## src/hw/rtl/urc_pkg.sv

```systemverilog
package urc_pkg;

	localparam int CMD_W = 2;
	localparam int DIST_W = 12;
	localparam int COUNT_W = 16;
	localparam int TRIG_MS_W = 8;
	localparam int WIN_MS_W = 16;
	localparam int MAX_ECHO_W = 11;
	localparam int APB_ADDR_W = 4;
	localparam int APB_DATA_W = 32;
	localparam int IN_DATA_W = 8;
	localparam int OUT_DATA_W = 16;

	typedef enum logic [CMD_W-1:0] {
		CMD_MS_TICK = 2'd0,
		CMD_SAMPLE = 2'd1,
		CMD_READ = 2'd2,
		CMD_START = 2'd3
	} cmd_t;

	typedef enum logic [1:0] {
		REG_TRIGGER_MS = 2'd0,
		REG_WINDOW_MS = 2'd1,
		REG_MAX_ECHO = 2'd2
	} reg_idx_t;

	localparam logic [TRIG_MS_W-1:0] TRIG_MS_RST = 8'd1;
	localparam logic [WIN_MS_W-1:0] WIN_MS_RST = 16'd60;
	localparam logic [MAX_ECHO_W-1:0] MAX_ECHO_RST = 11'd235;

	// x / 10 equals (x * 52429) >> 19 for every 16-bit x.
	localparam logic [15:0] DIV10_MUL = 16'd52429;
	localparam int DIV10_SHIFT = 19;

endpackage

```

## src/hw/rtl/ultrasonic_range_controller.sv

```systemverilog
// Channel   Direction  Handshake           Payload
// s_*       in         s_tvalid/s_tready   s_tuser command, s_tdata echo level
// m_*       out        m_tvalid/m_tready   m_tdata distance, ready, trigger, phase
// apb       in         psel/penable        trigger_ms, window_ms, max_echo_count
//
// The state updates at the accepting edge and the result word is registered at the same
// edge, so a new word can be accepted in every cycle unless the output register stalls.
// A single output register holds the result; s_tready is low only while it is full
// and m_tready is low. Reset clears the phase, counters and the output valid flag.
module ultrasonic_range_controller
	import urc_pkg::*;
(
	input  logic                  clk,
	input  logic                  arst_n,
	input  logic                  s_tvalid,
	output logic                  s_tready,
	input  logic [IN_DATA_W-1:0]  s_tdata,  // [0] echo_level, rest zero
	input  logic [CMD_W-1:0]      s_tuser,  // [1:0] command
	output logic                  m_tvalid,
	input  logic                  m_tready,
	output logic [OUT_DATA_W-1:0] m_tdata,  // [11:0] distance_cm, [12] ready_res,
	                                        // [13] trigger_level, [15:14] phase
	input  logic                  psel,
	input  logic                  penable,
	input  logic                  pwrite,
	input  logic [APB_ADDR_W-1:0] paddr,
	input  logic [APB_DATA_W-1:0] pwdata,
	output logic [APB_DATA_W-1:0] prdata,
	output logic                  pready
);

	typedef enum logic [1:0] {
		PH_IDLE = 2'd0,
		PH_TRIGGER = 2'd1,
		PH_WAITING = 2'd2,
		PH_DONE = 2'd3
	} phase_t;

	logic [TRIG_MS_W-1:0] trigger_ms_q;
	logic [WIN_MS_W-1:0] window_ms_q;
	logic [MAX_ECHO_W-1:0] max_echo_q;

	phase_t phase_q, phase_d;
	logic [COUNT_W-1:0] ms_count_q, ms_count_d, ms_inc;
	logic [COUNT_W-1:0] echo_count_q, echo_count_d;
	logic [DIST_W-1:0] distance_q, distance_d;
	logic trigger_q, trigger_d;
	logic out_valid_q;
	logic [OUT_DATA_W-1:0] out_data_q;

	logic in_fire;
	logic cfg_wr;
	reg_idx_t cfg_idx;
	cmd_t cmd;
	logic [MAX_ECHO_W-1:0] clamped;
	logic [COUNT_W-1:0] times17;
	logic [2*COUNT_W-1:0] quot_prod;

	assign s_tready = !out_valid_q || m_tready;
	assign in_fire = s_tvalid && s_tready;
	assign m_tvalid = out_valid_q;
	assign m_tdata = out_data_q;
	assign cmd = cmd_t'(s_tuser);

	assign pready = 1'b1;
	assign cfg_idx = reg_idx_t'(paddr[APB_ADDR_W-1:2]);
	assign cfg_wr = psel && penable && pwrite && pready;

	always_comb begin
		prdata = '0;
		unique case (cfg_idx)
			REG_TRIGGER_MS: prdata = {{(APB_DATA_W-TRIG_MS_W){1'b0}}, trigger_ms_q};
			REG_WINDOW_MS: prdata = {{(APB_DATA_W-WIN_MS_W){1'b0}}, window_ms_q};
			REG_MAX_ECHO: prdata = {{(APB_DATA_W-MAX_ECHO_W){1'b0}}, max_echo_q};
			default: prdata = '0;
		endcase
	end

	always_ff @(posedge clk or negedge arst_n) begin
		if (!arst_n) begin
			trigger_ms_q <= TRIG_MS_RST;
			window_ms_q <= WIN_MS_RST;
			max_echo_q <= MAX_ECHO_RST;
		end else if (cfg_wr) begin
			unique case (cfg_idx)
				REG_TRIGGER_MS: trigger_ms_q <= pwdata[TRIG_MS_W-1:0];
				REG_WINDOW_MS: window_ms_q <= pwdata[WIN_MS_W-1:0];
				REG_MAX_ECHO: max_echo_q <= pwdata[MAX_ECHO_W-1:0];
				default: ;
			endcase
		end
	end

	assign ms_inc = (ms_count_q == {COUNT_W{1'b1}}) ? ms_count_q : ms_count_q + COUNT_W'(1);

	// An echo count above the limit reads as zero; otherwise it fits the limit width.
	assign clamped = (echo_count_q > {{(COUNT_W-MAX_ECHO_W){1'b0}}, max_echo_q})
		? '0 : echo_count_q[MAX_ECHO_W-1:0];
	assign times17 = {1'b0, clamped, 4'b0000} + {{(COUNT_W-MAX_ECHO_W){1'b0}}, clamped};
	assign quot_prod = times17 * DIV10_MUL;

	always_comb begin
		phase_d = phase_q;
		ms_count_d = ms_count_q;
		echo_count_d = echo_count_q;
		distance_d = distance_q;
		trigger_d = trigger_q;
		case (cmd)
			CMD_MS_TICK: begin
				if (phase_q == PH_TRIGGER) begin
					ms_count_d = ms_inc;
					if (ms_inc >= {{(COUNT_W-TRIG_MS_W){1'b0}}, trigger_ms_q}) begin
						trigger_d = 1'b0;
						echo_count_d = '0;
						ms_count_d = '0;
						phase_d = PH_WAITING;
					end
				end else if (phase_q == PH_WAITING) begin
					ms_count_d = ms_inc;
					if (ms_inc >= window_ms_q) begin
						echo_count_d = {{(COUNT_W-MAX_ECHO_W){1'b0}}, clamped};
						distance_d = quot_prod[DIV10_SHIFT+DIST_W-1:DIV10_SHIFT];
						phase_d = PH_DONE;
					end
				end
			end
			CMD_SAMPLE: begin
				if (phase_q == PH_WAITING && s_tdata[0] && echo_count_q != {COUNT_W{1'b1}}) begin
					echo_count_d = echo_count_q + COUNT_W'(1);
				end
			end
			CMD_READ: begin
				if (phase_q == PH_IDLE) begin
					trigger_d = 1'b1;
					ms_count_d = '0;
					phase_d = PH_TRIGGER;
				end else if (phase_q == PH_DONE) begin
					phase_d = PH_IDLE;
				end
			end
			default: begin
				if (phase_q == PH_IDLE) begin
					trigger_d = 1'b1;
					ms_count_d = '0;
					phase_d = PH_TRIGGER;
				end
			end
		endcase
	end

	always_ff @(posedge clk or negedge arst_n) begin
		if (!arst_n) begin
			phase_q <= PH_IDLE;
			ms_count_q <= '0;
			echo_count_q <= '0;
			distance_q <= '0;
			trigger_q <= 1'b0;
			out_valid_q <= 1'b0;
		end else begin
			if (in_fire) begin
				phase_q <= phase_d;
				ms_count_q <= ms_count_d;
				echo_count_q <= echo_count_d;
				distance_q <= distance_d;
				trigger_q <= trigger_d;
				out_valid_q <= 1'b1;
			end else if (m_tready) begin
				out_valid_q <= 1'b0;
			end
		end
	end

	always_ff @(posedge clk) begin
		if (in_fire) begin
			out_data_q <= {phase_d, trigger_d, (phase_d == PH_DONE), distance_d};
		end
	end

endmodule
```

## config.mk

```make
export PLATFORM = sky130hd
export DESIGN_NAME = ultrasonic_range_controller
export DESIGN_NICKNAME = d
export VERILOG_FILES = /design/src/hw/rtl/urc_pkg.sv /design/src/hw/rtl/ultrasonic_range_controller.sv
export SDC_FILE = /design/constraint.sdc
export NUM_CORES = 1
export LEC_CHECK = 0
export BUFFER_PORTS_ARGS = -buffer_cell sky130_fd_sc_hd__clkbuf_2
export CORE_MARGIN = 2
export CORE_UTILIZATION = 51
export CTS_CLUSTER_DIAMETER = 30
export DETAILED_ROUTE_END_ITERATION = 16
export PLACE_DENSITY = 0.8
export SKIP_LAST_GASP = 1
export SLEW_MARGIN = 20
export SYNTH_ARGS = -nofsm -noshare
export SYNTH_HDL_FRONTEND = slang
export SYNTH_SLANG_ARGS = --single-unit
```

## constraint.sdc

```tcl
create_clock -name clk -period 8.45 [get_ports clk]
set_input_delay 0.4225 -clock clk [delete_from_list [all_inputs] [get_ports clk]]
set_output_delay 0.4225 -clock clk [all_outputs]
set_load 0.05 [all_outputs]
```

# Word level (Yosys, flattened, before mapping)
# Cells that the tools add are included.
# word_totals
ff_bits	99
# op_classes
addsub	3
bitwise_logic	1
n_eq_ne	14
order_cmp	3
mul	1
n_reduce_logical	18
mux	32
# ops
op	count
$mux W16	10
$pmux W16 S2	2
$mux W12	4
$pmux W16 S3	1
$add A16 B1 Y16 const B	2
$mul A16 B16 Y31 const B	1
$add A15 B11 Y16	1
$eq A16 B16 Y1 const B	1
$ge A16 B16 Y1	1
$ge A16 B8 Y1	1
$gt A16 B11 Y1	1
$ne A16 B16 Y1 const B	1
$mux W2	7
$mux W11	1
$eq A2 B2 Y1 const B	5
$ne A3 B3 Y1 const B	3
$eq A2 B1 Y1 const B	3
$logic_not A2 Y1	3
$pmux W2 S3	1
$reduce_and A2 Y1	3
$reduce_and A6 Y1	1
$reduce_bool A2 Y1	3
$logic_and A1 B1 Y1	5
$mux W1	5
6 further kinds	6

# Longest topological paths before layout
# depth
depth_word	8
depth_mapped	40

# Worst setup path before layout
# No wires, ideal clock.
# synth_path
path_kind	register to register
start	reg echo_count_q[9]
end	reg out_data_q[11] (netlist: m_tdata[11]) (data pin)
path_slack_ns	-0.422
stages_incl_launch_ff	37
arrival_time_ns	8.612
synth_period_minus_slack_ns	8.872
setup_time_ns	0.260
required_ns	8.190
cell_sequence	dfrtp_1 -> ha_1 -> a21o_1 -> a2111oi_0 -> nand3_1 -> and2_1 -> buf_4 -> nor2_1 -> ha_1 -> inv_1 -> fa_1 -> inv_1 -> maj3_1 -> nand2_1 -> a21oi_1 -> or2_2 -> xor2_1 -> ha_1 -> inv_1 -> fa_1 -> inv_1 -> fa_1 -> fa_1 -> fa_1 -> inv_1 -> fa_1 -> inv_1 -> ha_1 -> and4_1 -> nand4_1 -> or2_2 -> a21oi_1 -> o21a_1 -> a31oi_1 -> a311oi_1 -> xnor2_1 -> mux2_2
# synth_between
elab_chain_cells	8
# synth_rtl
item	line_no	source
start, declared	ultrasonic_range_controller.sv:45	logic [COUNT_W-1:0] echo_count_q, echo_count_d;
start signal, assigned	ultrasonic_range_controller.sv:163	echo_count_q <= echo_count_d;
$gt A16 B11 Y1	ultrasonic_range_controller.sv:97	assign clamped = (echo_count_q > {{(COUNT_W-MAX_ECHO_W){1'b0}}, max_echo_q})
$mux W11 *	ultrasonic_range_controller.sv:98	? '0 : echo_count_q[MAX_ECHO_W-1:0];
$add A15 B11 Y16 *	ultrasonic_range_controller.sv:99	assign times17 = {1'b0, clamped, 4'b0000} + {{(COUNT_W-MAX_ECHO_W){1'b0}}, clamped};
$mul A16 B16 Y31 *	ultrasonic_range_controller.sv:100	assign quot_prod = times17 * DIV10_MUL;
$mux W12 *	ultrasonic_range_controller.sv:120	if (ms_inc >= window_ms_q) begin
$mux W12 *	ultrasonic_range_controller.sv:118	end else if (phase_q == PH_WAITING) begin
$mux W12 *	ultrasonic_range_controller.sv:110	if (phase_q == PH_TRIGGER) begin
$mux W12 *	ultrasonic_range_controller.sv:108	case (cmd)
named net distance_d[11]	ultrasonic_range_controller.sv:46	logic [DIST_W-1:0] distance_q, distance_d;
end signal, assigned	ultrasonic_range_controller.sv:175	out_data_q <= {phase_d, trigger_d, (phase_d == PH_DONE), distance_d};
end, declared	ultrasonic_range_controller.sv:49	logic [OUT_DATA_W-1:0] out_data_q;
# Mark *: on every way through the listed nets, which the timed path passes. The rest lies on a longest branch.
# A chain may end at the register's enable or synchronous reset.

# Worst setup path in the final report
# layout_path
start	reg max_echo_q[9]
end	reg out_data_q[11] (netlist: m_tdata[11]) (data pin)
# layout_between
elab_chain_cells	8
# layout_rtl
item	line_no	source
start, declared	ultrasonic_range_controller.sv:41	logic [MAX_ECHO_W-1:0] max_echo_q;
start signal, assigned	ultrasonic_range_controller.sv:88	REG_MAX_ECHO: max_echo_q <= pwdata[MAX_ECHO_W-1:0];
$gt A16 B11 Y1	ultrasonic_range_controller.sv:97	
$mux W11	ultrasonic_range_controller.sv:98	
$add A15 B11 Y16	ultrasonic_range_controller.sv:99	
$mul A16 B16 Y31	ultrasonic_range_controller.sv:100	
$mux W12	ultrasonic_range_controller.sv:120	
$mux W12	ultrasonic_range_controller.sv:118	
$mux W12	ultrasonic_range_controller.sv:110	
$mux W12	ultrasonic_range_controller.sv:108	
named net distance_d[11]	ultrasonic_range_controller.sv:46	
# The timed path passes the listed nets, and every way through them passes these cells.

==> key figures <==
Run status
  • Result of the run: finished, violations left
  • Failing checks: negative setup slack

Route
  • Initial drt markers: 471
  • Drt pass-1 iters: 5
  • Final ANT Viol Nets: 0
  • Via-to-Cell Ratio: 5.53
  • DRC: 0
  • DR WL/cell: 18.3 um
  • Routed wire length: 29,300 um
  • Via count: 8,825

Setup path
  • Slowest-stage cell, CP: fa_1
  • FF-to-FF End: m_tdata[11]
  • Reg2Reg Setup Slack: -0.04 ns
  • Worst EP arrival: 8.60 ns
  • Worst Setup EP: m_tdata[11]
  • CP Class: flop to flop
  • Worst EP required: 8.56 ns
  • Crit Path Max Fanout: 3
  • FF-to-FF Start: max_echo_q[9]
  • CP bufs+invs: 5
  • Critical Path Start Type: flop
  • R2R depth: 36
  • Family with the most delay on the worst path: adder cells
  • CP Capture Type: flop
  • Crit. path cell count: 36
  • CP max stage delay: 0.53 ns
  • Critical path launch point: max_echo_q[9]

Global routing
  • Largest net degree at the start of global routing: 58
  • Met2 global-route usage: 45.5%
  • Antenna violations before repair: 0
  • First-pass GRT wire length: 44,200 um
  • Grt ovf: 0
  • Vias in the first global route: 9,155
  • GR Layer Usage met1: 29.1%
  • M3 GR Usage: 3.84%
  • GRT busiest layer: met2
  • GRT Total Usage: 24.9%

STA
  • Clk_skew: 0.0165 ns
  • # setup viols final: 1
  • Worst-Margin Slew: 0.916 ns
  • Max Clk Rate: 118 MHz
  • Period utilization: 100%
  • Worst Setup Slack, final: -0.0394 ns
  • Final Hold Vio Count: 0
  • Rel. slew slack: 38.9%
  • Max-slew violations: 0
  • RSZ-0062 raised after global routing: true
  • Min Tclk post-route: 8.49 ns
  • TNS Setup: -0.0394 ns

Placement
  • Post-DP HPWL: 21,300 um
  • Buffers on Ports: 61
  • Gpl congestion: 0.947

Job
  • Max-cap viol count: 0

Pwr
  • Leak: 0.00695 uW
  • Pwr Density: 215 nW/um^2
  • Maximum vdd ir drop: 0.000165 V

Synth
  • Number of synthesized flops with an enable pin: 16
  • Mapped Cells: 1,148
  • Seq/Total Area, Yosys: 23.7%
  • Synth cell types: 77
  • Synthesized area: 10,800 sq um
  • Syn_area_per_cell: 9.43 sq um
  • Async set-or-reset flop fraction in the synthesized netlist: 83.8%
  • FF+latch count, synth: 99
  • Ys flop type: dfrtp_1
  • Yosys synthesis warning count: 0

Clock network
  • Cts bufs inserted: 9
  • CTS tree: yes
  • Clock buffer depth: 2
  • H-tree Lvls: 3
  • CTS clock-pin slew for the worst setup and hold paths: 0.08 ns
  • Worst skew pair latency: 0.36 ns
  • Clock Sinks: 99
  • CTS root buffer: clkbuf_16

Die
  • IO Pins: 104
  • Die width: 150 um
  • Site row count: 53
  • Die area: 22,400 sq um
  • CORE AREA: 21,000 sq um
  • Initial core utilization: 51.7%
  • Die Ht: 150 um

Layout
  • Area Growth Syn to Fin: 22.6%
  • Post-layout util: 63.4%
  • Final nets: 1,621
  • Layout cells sized above 1: 29.3%
  • FILL cells: 1,623
  • Commonest cells after routing, fill and taps aside: inv_1 (194), ha_1 (139), buf_4 (127)
  • Most common cell after layout, fill and taps aside: inv_1
  • N_diodes: 0

Hold path
  • Hold crit path type: primary input to flop
  • Hold path cells: 3
==> worst reg2reg max path, delay by kind of cell (launching register included) <==
family,cells,cell delay (ns)
xor gates and xnor gates,2,0.28
DFF,1,0.39
buffers and inverters,5,0.27
and+or+nand+nor,8,1.55
AOI/OAI and AO/OA,9,1.78
muxes,1,0.27
adders and majority gates,11,3.71
==> synthesized netlist by cell type (24+ instances only) <==
master	number	area, sq um
inv_1	209	785
fa_1	82	1640
mux2_2	25	282
ha_1	169	2110
dfrtp_1	72	1800
nor2_1	37	139
a21oi_1	33	165
xnor2_1	26	228
buf_4	24	180
o21ai_0	55	275
nand2_1	97	364
==> state kept, by name, indices dropped and copies added (netlist names) <==
signal        cells
phase_q           2
trigger_ms_q      8
echo_count_q     16
m_tdata          16
distance_q       12
window_ms_q      16
ms_count_q       16
trigger_q         1
m_tvalid          1
max_echo_q       11
==> worst min path at each step <==
stage | start | to | slack [ns]
floorplan | arst_n | distance_q[0] | 0.13
global placement | arst_n | trigger_ms_q[3] | 0.36
detailed placement | arst_n | trigger_ms_q[3] | 0.36
CTS | pwdata[15] | window_ms_q[15] | 0.27
global route | pwdata[14] | window_ms_q[14] | 0.29
finish | pwdata[14] | window_ms_q[14] | 0.26
==> layer usage <==
layer	up-vias	wire, um
li1	4127	-
met1	4289	11200
met2	293	15200
met3	116	1250
met4	0	1610
met5	-	0
==> logic make-up (layout without fill, tap and decap cells) <==
family                     Yosys count  after routing  synth area share (%)
xor gates and xnor gates            42             42                  3.40
AOI/OAI and AO/OA                  197            197                  12.1
DFF                                 99             99                  23.7
muxes                               35             35                  3.52
and+or+nand+nor                    263            263                  12.5
buffers and inverters              257            416                  9.81
adders and majority gates          253            253                  34.9
other                                2             17                0.0694
==> metrics by stage <==
step	cell area [sq um]	power (uW)	hold slack [ns]	instances	worst slack, ns
floorplan	10900	1680	0.127	1163	0.00297
global placement	12100	2070	0.357	1555	-0.266
detailed placement	12100	2150	0.358	1555	-0.520
CTS	12700	2620	0.266	1587	-0.00148
global route	13300	3090	0.289	1597	-0.309
finish	13300	2850	0.264	1597	-0.0394
==> cell type report <==
cell class	instances	area [sq um]	share of cell area, %
timing repair buffer	190	1290	9.69
inverter	210	791	5.95
clock buffer	11	254	1.91
tap	275	344	2.59
clock inverter	5	41.3	0.311
multi-input combinational	807	7990	60.2
sequential	99	2570	19.4
==> repair_timing <==
action,4_1_cts,5_1_grt
pin swaps,34,87
resized for setup,43,89
endpoints found under the hold margin,21,0
buffers inserted,15,10
hold buffers,1,0
setup endpoints to repair,24,24
==> where the power goes <==
part           switching (uW)  internal (uW)  leakage (uW)
Clock                     198            222      0.000144
Sequential               37.4            551       0.00121
Combinational            1070            767       0.00560
Total                    1310           1540       0.00695
No activity file was read; power rests on OpenSTA's default activity.
